## config.mk

```make
export PLATFORM = sky130hd
export DESIGN_NAME = twwp_screen
export DESIGN_NICKNAME = d
export VERILOG_FILES = /design/src/sv/twwp_pkg.sv /design/src/sv/twwp_screen.sv
export SDC_FILE = /design/constraint.sdc
export NUM_CORES = 2
export LEC_CHECK = 0
export ABC_AREA = 1
export BUFFER_PORTS_ARGS = -buffer_cell sky130_fd_sc_hd__buf_2
export CAP_MARGIN = 0
export CORE_UTILIZATION = 66
export DETAILED_ROUTE_END_ITERATION = 12
export GPL_ROUTABILITY_DRIVEN = 0
export PLACE_DENSITY = 0.93
export RECOVER_POWER = 25
export SLEW_MARGIN = 20
export SYNTH_ARGS = -nofsm -noshare
export SYNTH_HDL_FRONTEND = slang
export SYNTH_SLANG_ARGS = --single-unit
```

## constraint.sdc

```tcl
create_clock -name i_clk -period 7.96 [get_ports i_clk]
set_input_delay 0.796 -clock i_clk [delete_from_list [all_inputs] [get_ports i_clk]]
set_output_delay 0.796 -clock i_clk [all_outputs]
set_load 0.005 [all_outputs]
```

## src/sv/twwp_pkg.sv

```systemverilog
// Shared types, constants and the sine table of the turntable projection block.
package twwp_pkg;

    // Angle units per turn and the quarter turn that turns sine into cosine.
    localparam int ANGLE_STEPS = 360;
    localparam int QUARTER     = ANGLE_STEPS / 4;

    // Register reset values.
    localparam int YAW_RST    = 35;
    localparam int PITCH_RST  = -18;
    localparam int CENTRE_RST = 0;
    localparam int SCALE_RST  = 256;
    localparam int PK_RST     = 0;

    // Configuration register indexes.
    localparam logic [2:0] CFG_YAW      = 3'd0;
    localparam logic [2:0] CFG_PITCH    = 3'd1;
    localparam logic [2:0] CFG_CENTRE_X = 3'd2;
    localparam logic [2:0] CFG_CENTRE_Y = 3'd3;
    localparam logic [2:0] CFG_SCALE    = 3'd4;
    localparam logic [2:0] CFG_PERSP_K  = 3'd5;

    // Number of quotient bits produced by the divider stages.
    localparam int QBITS = 16;

    // Trig reload sequencer states.
    typedef enum logic [2:0] {
        TS_IDLE,
        TS_RD_SY,
        TS_RD_CY,
        TS_RD_SP,
        TS_RD_CP,
        TS_RD_END
    } t_trig_state;

    // Settings used by the datapath.
    typedef struct packed {
        logic [15:0] centre_x;
        logic [15:0] centre_y;
        logic [15:0] scale;
        logic [15:0] persp_k;
    } t_cfg;

    // Sine and cosine of yaw and pitch, Q1.14.
    typedef struct packed {
        logic signed [15:0] sy;
        logic signed [15:0] cy;
        logic signed [15:0] sp;
        logic signed [15:0] cp;
    } t_trig;

    // Rotated point leaving the rotation pipeline.
    typedef struct packed {
        logic               valid;
        logic signed [17:0] x1;
        logic signed [18:0] y2;
        logic signed [18:0] z2;
    } t_pt;

    // Perspective factor leaving the divider.
    typedef struct packed {
        logic               valid;
        logic               sat;
        logic [QBITS-1:0]   q;
        logic signed [17:0] x1;
        logic signed [18:0] y2;
        logic signed [18:0] z2;
    } t_pf;

    typedef logic signed [ANGLE_STEPS-1:0] [15:0] t_sin_rom;

    // Sine of a Q0.32 turn phase, Q1.14, from a fixed-point Taylor series.
    function automatic logic signed [15:0] sin_of_phase(input logic [31:0] t);
        logic [63:0] one_q30;
        logic [63:0] r;
        logic [63:0] x;
        logic [63:0] x2;
        logic [63:0] h;
        logic [63:0] s;
        logic [15:0] v;
        one_q30 = 64'd1 << 30;
        r = {34'd0, t[29:0]};
        if (t[30]) begin
            r = one_q30 - r;
        end
        x  = (r * 64'd1686629713) >> 30;
        x2 = (x * x) >> 30;
        h  = one_q30;
        h  = one_q30 - ((x2 * h) >> 30) / 64'd110;
        h  = one_q30 - ((x2 * h) >> 30) / 64'd72;
        h  = one_q30 - ((x2 * h) >> 30) / 64'd42;
        h  = one_q30 - ((x2 * h) >> 30) / 64'd20;
        h  = one_q30 - ((x2 * h) >> 30) / 64'd6;
        s  = (x * h) >> 30;
        v  = 16'((s + 64'd32768) >> 16);
        return t[31] ? -$signed(v) : $signed(v);
    endfunction

    // Sine table over one turn, one entry per angle unit.
    function automatic t_sin_rom build_sin_rom();
        t_sin_rom rom;
        logic [63:0] ph;
        for (int p = 0; p < ANGLE_STEPS; p++) begin
            ph = (64'(p) << 32) / 64'(ANGLE_STEPS);
            rom[p] = sin_of_phase(ph[31:0]);
        end
        return rom;
    endfunction

    localparam t_sin_rom SIN_ROM = build_sin_rom();

endpackage

```

## src/sv/twwp_screen.sv

```systemverilog
// Scaling, centering and saturation of the projected point.
module twwp_screen import twwp_pkg::*; (
    input  logic               i_clk,
    input  logic               i_rst_n,
    input  t_pf                i_pf,
    input  t_cfg               i_cfg,
    output logic               o_valid,
    output logic signed [19:0] o_screen_x,
    output logic signed [19:0] o_screen_y,
    output logic signed [15:0] o_depth,
    output logic [15:0]        o_persp,
    output logic               o_overflow
);

    logic               r_v1, r_v2, r_v3;
    logic [15:0]        r_pf1, r_pf2;
    logic [31:0]        r_sp;
    logic               r_ov1, r_ov2;
    logic signed [17:0] r_x1;
    logic signed [18:0] r_y2;
    logic signed [18:0] r_z2_1, r_z2_2;
    logic signed [51:0] r_px, r_py;
    logic signed [19:0] r_sx, r_sy;
    logic signed [15:0] r_dep;
    logic [15:0]        r_pf3;
    logic               r_ov3;

    logic [15:0]        pf;
    logic signed [25:0] rx, ry;
    logic signed [27:0] sx, sy;
    logic               ov_x, ov_y, ov_d;

    assign pf = i_pf.sat ? 16'hFFFF : i_pf.q;

    // Round to Q.4, place about the centre and clamp.
    always_comb begin
        rx   = 26'((r_px + 52'sd33554432) >>> 26);
        ry   = 26'((r_py + 52'sd33554432) >>> 26);
        sx   = 28'($signed({1'b0, i_cfg.centre_x})) + 28'(rx);
        sy   = 28'($signed({1'b0, i_cfg.centre_y})) - 28'(ry);
        ov_x = (sx > 28'sd524287) || (sx < -28'sd524288);
        ov_y = (sy > 28'sd524287) || (sy < -28'sd524288);
        ov_d = (r_z2_2 > 19'sd32767) || (r_z2_2 < -19'sd32768);
    end

    // Valid bits.
    always_ff @(posedge i_clk) begin
        if (!i_rst_n) begin
            r_v1 <= 1'b0;
            r_v2 <= 1'b0;
            r_v3 <= 1'b0;
        end else begin
            r_v1 <= i_pf.valid;
            r_v2 <= r_v1;
            r_v3 <= r_v2;
        end
    end

    // Scale times factor, then coordinate times that, then the output stage.
    always_ff @(posedge i_clk) begin
        r_sp   <= 32'(i_cfg.scale) * 32'(pf);
        r_pf1  <= pf;
        r_ov1  <= i_pf.sat;
        r_x1   <= i_pf.x1;
        r_y2   <= i_pf.y2;
        r_z2_1 <= i_pf.z2;

        r_px   <= 52'(r_x1) * 52'($signed({1'b0, r_sp}));
        r_py   <= 52'(r_y2) * 52'($signed({1'b0, r_sp}));
        r_pf2  <= r_pf1;
        r_ov2  <= r_ov1;
        r_z2_2 <= r_z2_1;

        r_sx   <= (sx > 28'sd524287) ? 20'sd524287 :
                  (sx < -28'sd524288) ? -20'sd524288 : 20'(sx);
        r_sy   <= (sy > 28'sd524287) ? 20'sd524287 :
                  (sy < -28'sd524288) ? -20'sd524288 : 20'(sy);
        r_dep  <= (r_z2_2 > 19'sd32767) ? 16'sd32767 :
                  (r_z2_2 < -19'sd32768) ? -16'sd32768 : 16'(r_z2_2);
        r_pf3  <= r_pf2;
        r_ov3  <= r_ov2 || ov_x || ov_y || ov_d;
    end

    assign o_valid    = r_v3;
    assign o_screen_x = r_sx;
    assign o_screen_y = r_sy;
    assign o_depth    = r_dep;
    assign o_persp    = r_pf3;
    assign o_overflow = r_ov3;

endmodule

```

Yosys cells after proc, flatten, opt, wreduce, memory -nomap -nowiden

Index checks and enable logic that the tools add are counted.

Flip-flop bits (word level): 320
Input bits: 140
Word-level logic and storage cells: 42

Add/subtract/negate cells: 4
Multiply operators: 3
$lt $le $gt $ge: 6
Mux-type cells: 4
Reductions and logical operators: 6

Operators by type and width:

| kind                                                  | number |
|---|---|
| > comparator 27 x 20 -> 1 bit (second input constant) | 2 |
| < comparator 27 x 20 -> 1 bit (second input constant) | 2 |
| adder 51 x 27 -> 52 bit (second input constant)       | 1 |
| adder 52 x 27 -> 52 bit (second input constant)       | 1 |
| multiplier 19 x 33 -> 52 bit                          | 1 |
| multiplier 18 x 33 -> 51 bit                          | 1 |
| 2-to-1 mux 20 bit                                     | 2 |
| multiplier 16 x 16 -> 32 bit                          | 1 |
| 2-to-1 mux 16 bit                                     | 2 |
| adder 17 x 26 -> 27 bit                               | 1 |
| subtractor 17 x 26 -> 27 bit                          | 1 |
| > comparator 19 x 16 -> 1 bit (second input constant) | 1 |
| < comparator 19 x 16 -> 1 bit (second input constant) | 1 |
| logical OR 1 bit                                      | 6 |

Logic depth before layout (Yosys ltp)

Word-level depth: 7
Depth in mapped cells: 28

Worst setup path after synthesis

Ideal clock, no wire load.

Path type: input-to-reg
Start: in i_pf[72] in the netlist's numbering
End: reg r_sp[29]
Arrival time: 6.556 ns
Data required time: 7.888 ns
Setup slack: 1.332 ns
Stages: 25
Buffers on the path: 3
Path through: clkbuf_1 > clkbuf_1 > nor2_1 > inv_1 > buf_1 > nand2_1 > fa_1 > fa_1 > fa_1 > inv_1 > fa_1 > inv_1 > fa_1 > inv_1 > fa_1 > ha_1 > a21oi_1 > inv_1 > a31oi_1 > a21boi_0 > o21ai_0 > nand2_1 > o21ai_0 > a21oi_1 > xnor2_1

Word-level cells in the longest chain between the ends: 2

Ends and longest elaborated chain:

| element                      | RTL line          | RTL |
|---|---|---|
| start: declaration           | twwp_screen.sv:5  | `input t_pf i_pf,` |
| 2-to-1 mux 16 bit            | twwp_screen.sv:33 | `assign pf = i_pf.sat ? 16'hFFFF : i_pf.q;` |
| named net pf[7]              | twwp_screen.sv:28 | `logic [15:0] pf;` |
| multiplier 16 x 16 -> 32 bit | twwp_screen.sv:61 | `r_sp <= 32'(i_cfg.scale) * 32'(pf);` |
| end signal: assignment       | twwp_screen.sv:61 |  |
| end: declaration             | twwp_screen.sv:17 | `logic [31:0] r_sp;` |

The timed path passes the listed nets, and every way through them passes these cells.
A chain may end at the register's enable or synchronous reset.

Final worst setup path

Start: reg r_sp[15]
End: reg r_px[46]

Word-level cells in the longest chain between the ends: 1

Ends and longest elaborated chain:

| element                      | RTL line          | RTL |
|---|---|---|
| multiplier 18 x 33 -> 51 bit | twwp_screen.sv:68 | `r_px <= 52'(r_x1) * 52'($signed({1'b0, r_sp}));` |
| end signal: assignment       | twwp_screen.sv:68 |  |
| end: declaration             | twwp_screen.sv:22 | `logic signed [51:0] r_px, r_py;` |

No other way between the ends.

==> flow_metrics.tcl <==
set metrics [dict create \
    status "completed" \
    yosys.area_share.adder_pct 51.8 \
    cp_slowest_cell "dfxtp_1" \
    finalSetupTns_ps 0 \
    critPathLaunchType "flip-flop" \
    htreeDepth 2 \
    io_buffer_count 197 \
    crit_chain "buf_4 -> nand2_1 -> fa_1 -> inv_1 -> fa_1 -> inv_1 -> fa_1 -> inv_1 -> fa_1 -> fa_1 -> inv_1 -> fa_1 -> inv_1 -> ha_1 -> a21oi_1 -> inv_1 -> a31oi_1 -> o31ai_1 -> a21oi_1 -> o21ai_0 -> a21oi_1 -> o21ai_0 -> xor2_1" \
    rsz0062_at_grt "false" \
    grt_usage_pct 37.8 \
    ys_ff_latch 270 \
    ys_seq_area_share_pct 9.45 \
    drt-wirelength-per-cell_um 18.6 \
    area_growth_pct 5.87 \
    core_um2 85500 \
    clock_latency_ps 610 \
    vias 48954 \
    path_clk_slew_ps 60 \
    rows 107 \
    worst-path-stages 23 \
    tightest_slew_ps 1210 \
    hold_class "input port to flip-flop" \
    firstDrtPassIters 12 \
    yosys.area.top_type_share_pct 41.4 \
    cts_setup_buffers 0 \
    fmaxAchievable_mhz 138 \
    clkSinkCount 270 \
    drive_gt1_share_pct 6.01 \
    gr-total-overflow 0 \
    setup.worst_path.end_class "flip-flop" \
    grt_pass1_vias 52838 \
    yosys.area_share.xor_xnor_pct 2.14 \
    synth_top_family_by_area "adder cells" \
    antenna_found_initial 4 \
    min_path_cells 1 \
    postSynth.asyncResetShare_pct 0 \
    cp_max_fo 14 \
    clock_path_buffers 3 \
    netlist_top_cells_area "fa_1 41%, inv_1 14%, nand2_1 12%" \
    start_util_pct 66.9 \
    worstSetupPathType "flip-flop to flip-flop" \
    synthesis.nets 9106 \
    cp_top_family "adder cells" \
    detail-route-antenna-nets 0 \
    fill_cells 5643 \
    dp_hpwl_mm 127 \
    via_per_inst 5.73 \
    worstPathArrival_ps 7710 \
    die_h_um 296 \
    cts_hold_buf 0 \
    cts_buffers 34 \
    slew_headroom_pct 19.0 \
    skew_ps 44.1 \
    fin_crit_ps 7260 \
    yosysMostFrequentCell "inv_1" \
    drt_iter0_drc 5574 \
    die-area_um2 87900 \
    layout_worst_path_cycle_share_pct 91.2 \
    yosysWarnings 0 \
    drv_cap 0 \
    nNetsFinal 9177 \
    synth_top_flop_cell "dfxtp_1" \
    reg2reg_depth 23 \
    grt_max_degree 38 \
    cts.repair.resized 0 \
    die_w_um 296 \
    slowest_delay_ps 1120 \
    critical_path_buf_inv_count 7 \
    routed_wirelength_mm 159 \
    io_pins 214 \
    cts_root_buf "clkbuf_16" \
    synth-edff-count 0 \
    hold_viol 0 \
    grt_first_pass_wirelength_mm 259 \
    synth_mux_area_share_pct 0 \
    setup_viol 0 \
    drcViolationCount 0 \
    crit_required_ps 8410 \
    syn_area_um2 57200 \
    slew_viol_final 0 \
    avgSynthCellArea_um2 7.83 \
    synth-simple-area-share_pct 17.0 \
    cts_tree "built" \
    synth_compound_area_share_pct 3.98 \
    synth_cell_types 48 \
    synth_area_leader_cell "fa_1" \
    synthCells 7306 \
    synth_top_cells_by_count "2077 x inv_1, 1857 x nand2_1, 1183 x fa_1, 477 x ha_1, 397 x nor2_1" \
]
[final cells by class]
| class | instances | area, um2 | area share [%] |
|---|---|---|---|
| Clock inverter | 17 | 173 | 0.285 |
| Tap cell | 1144 | 1430 | 2.36 |
| Antenna cell | 1 | 2.50 | 0.00413 |
| Clock buffer | 44 | 950 | 1.57 |
| Multi-Input combinational cell | 4671 | 42900 | 70.8 |
| Inverter | 2085 | 7830 | 12.9 |
| Timing Repair Buffer | 315 | 1870 | 3.09 |
| Sequential cell | 270 | 5420 | 8.94 |
[path summary, 6_finish.rpt]
kind                          start  slack [ps]                 to
setup reg to reg   r_sp[15]$_DFF_P_         700   r_px[46]$_DFF_P_
hold reg to reg   r_z2_1[3]$_DFF_P_         300  r_z2_2[3]$_DFF_P_
setup / recovery   r_sp[15]$_DFF_P_         700   r_px[46]$_DFF_P_
hold / removal             i_pf[33]         280   r_y2[14]$_DFF_P_
[sequential cells by signal, summed over array words and instances (netlist names)]
signal and cells:
r_sp 32, r_py 27, r_px 26, o_screen_x 20, o_screen_y 20, r_y2 19
r_z2_1 19, r_z2_2 19, r_x1 18, o_depth 16, o_persp 16, r_pf1 16
r_pf2 16, o_overflow 1, o_valid 1, r_ov1 1, r_ov2 1, r_v1 1
r_v2 1
[worst register-to-register path: cells and delay by family, from the launching register on]
family | cells | cell delay (ps)
flip-flops | 1 | 1120
AO/OA/AOI/OAI | 7 | 1660
buffers and inverters | 7 | 730
adder cells (fa/ha/maj) | 7 | 3330
AND/OR/NAND/NOR | 1 | 130
XOR/XNOR | 1 | 170
[cells by family after synthesis]
group | Yosys count
adder cells (fa/ha/maj) | 1660
AO/OA/AOI/OAI | 403
buffers and inverters | 2365
flip-flops | 270
XOR/XNOR | 140
AND/OR/NAND/NOR | 2468
[through the flow]
stage               worst slack (ps)  instance area (um2)  util (%)  std cells  hold WS [ps]
floorplan                       1330                57200         -       7306           310
global placement                1020                59400      69.5       8485           310
detailed placement               908                59400      69.5       8485           312
CTS                              986                60600      70.8       8546           267
global route                     562                60600      70.8       8546           268
finish                           698                60600      70.8       8547           284
[layer usage]
layer,GRT usage (%),part of all wire [%],vias up,wire length [um]
met3,10.8,14,1192,21600
met4,25.8,8.3,6,13200
li1,-,-,20957,-
met1,43.6,32,23136,50800
met5,0,0.026,-,41
met2,61.3,46,3663,73800
[placed cells by master (no fill, tap or decap), drive strengths merged, types with 3 or more instances in the layout]
cell	instances
xor2	84
a221oi	4
o211ai	3
clkinv	15
or2	10
and3	6
a21oi	191
nor3	22
o21a	14
a31oi	37
o221ai	3
clkinvlp	3
o2111ai	3
dfxtp	270
o31ai	6
o21bai	8
buf	315
a21boi	8
nand4	24
ha	477
and2	3
nor2	418
inv	2083
nor4	3
fa	1183
nand3b	5
xnor2	56
nand3	101
nand2	1874
a211oi	3
o21ai	110
a21o	12
clkbuf	44
Power is not shown: default switching activity piles up to over one toggle a cycle in this logic, so the estimate is an artifact.
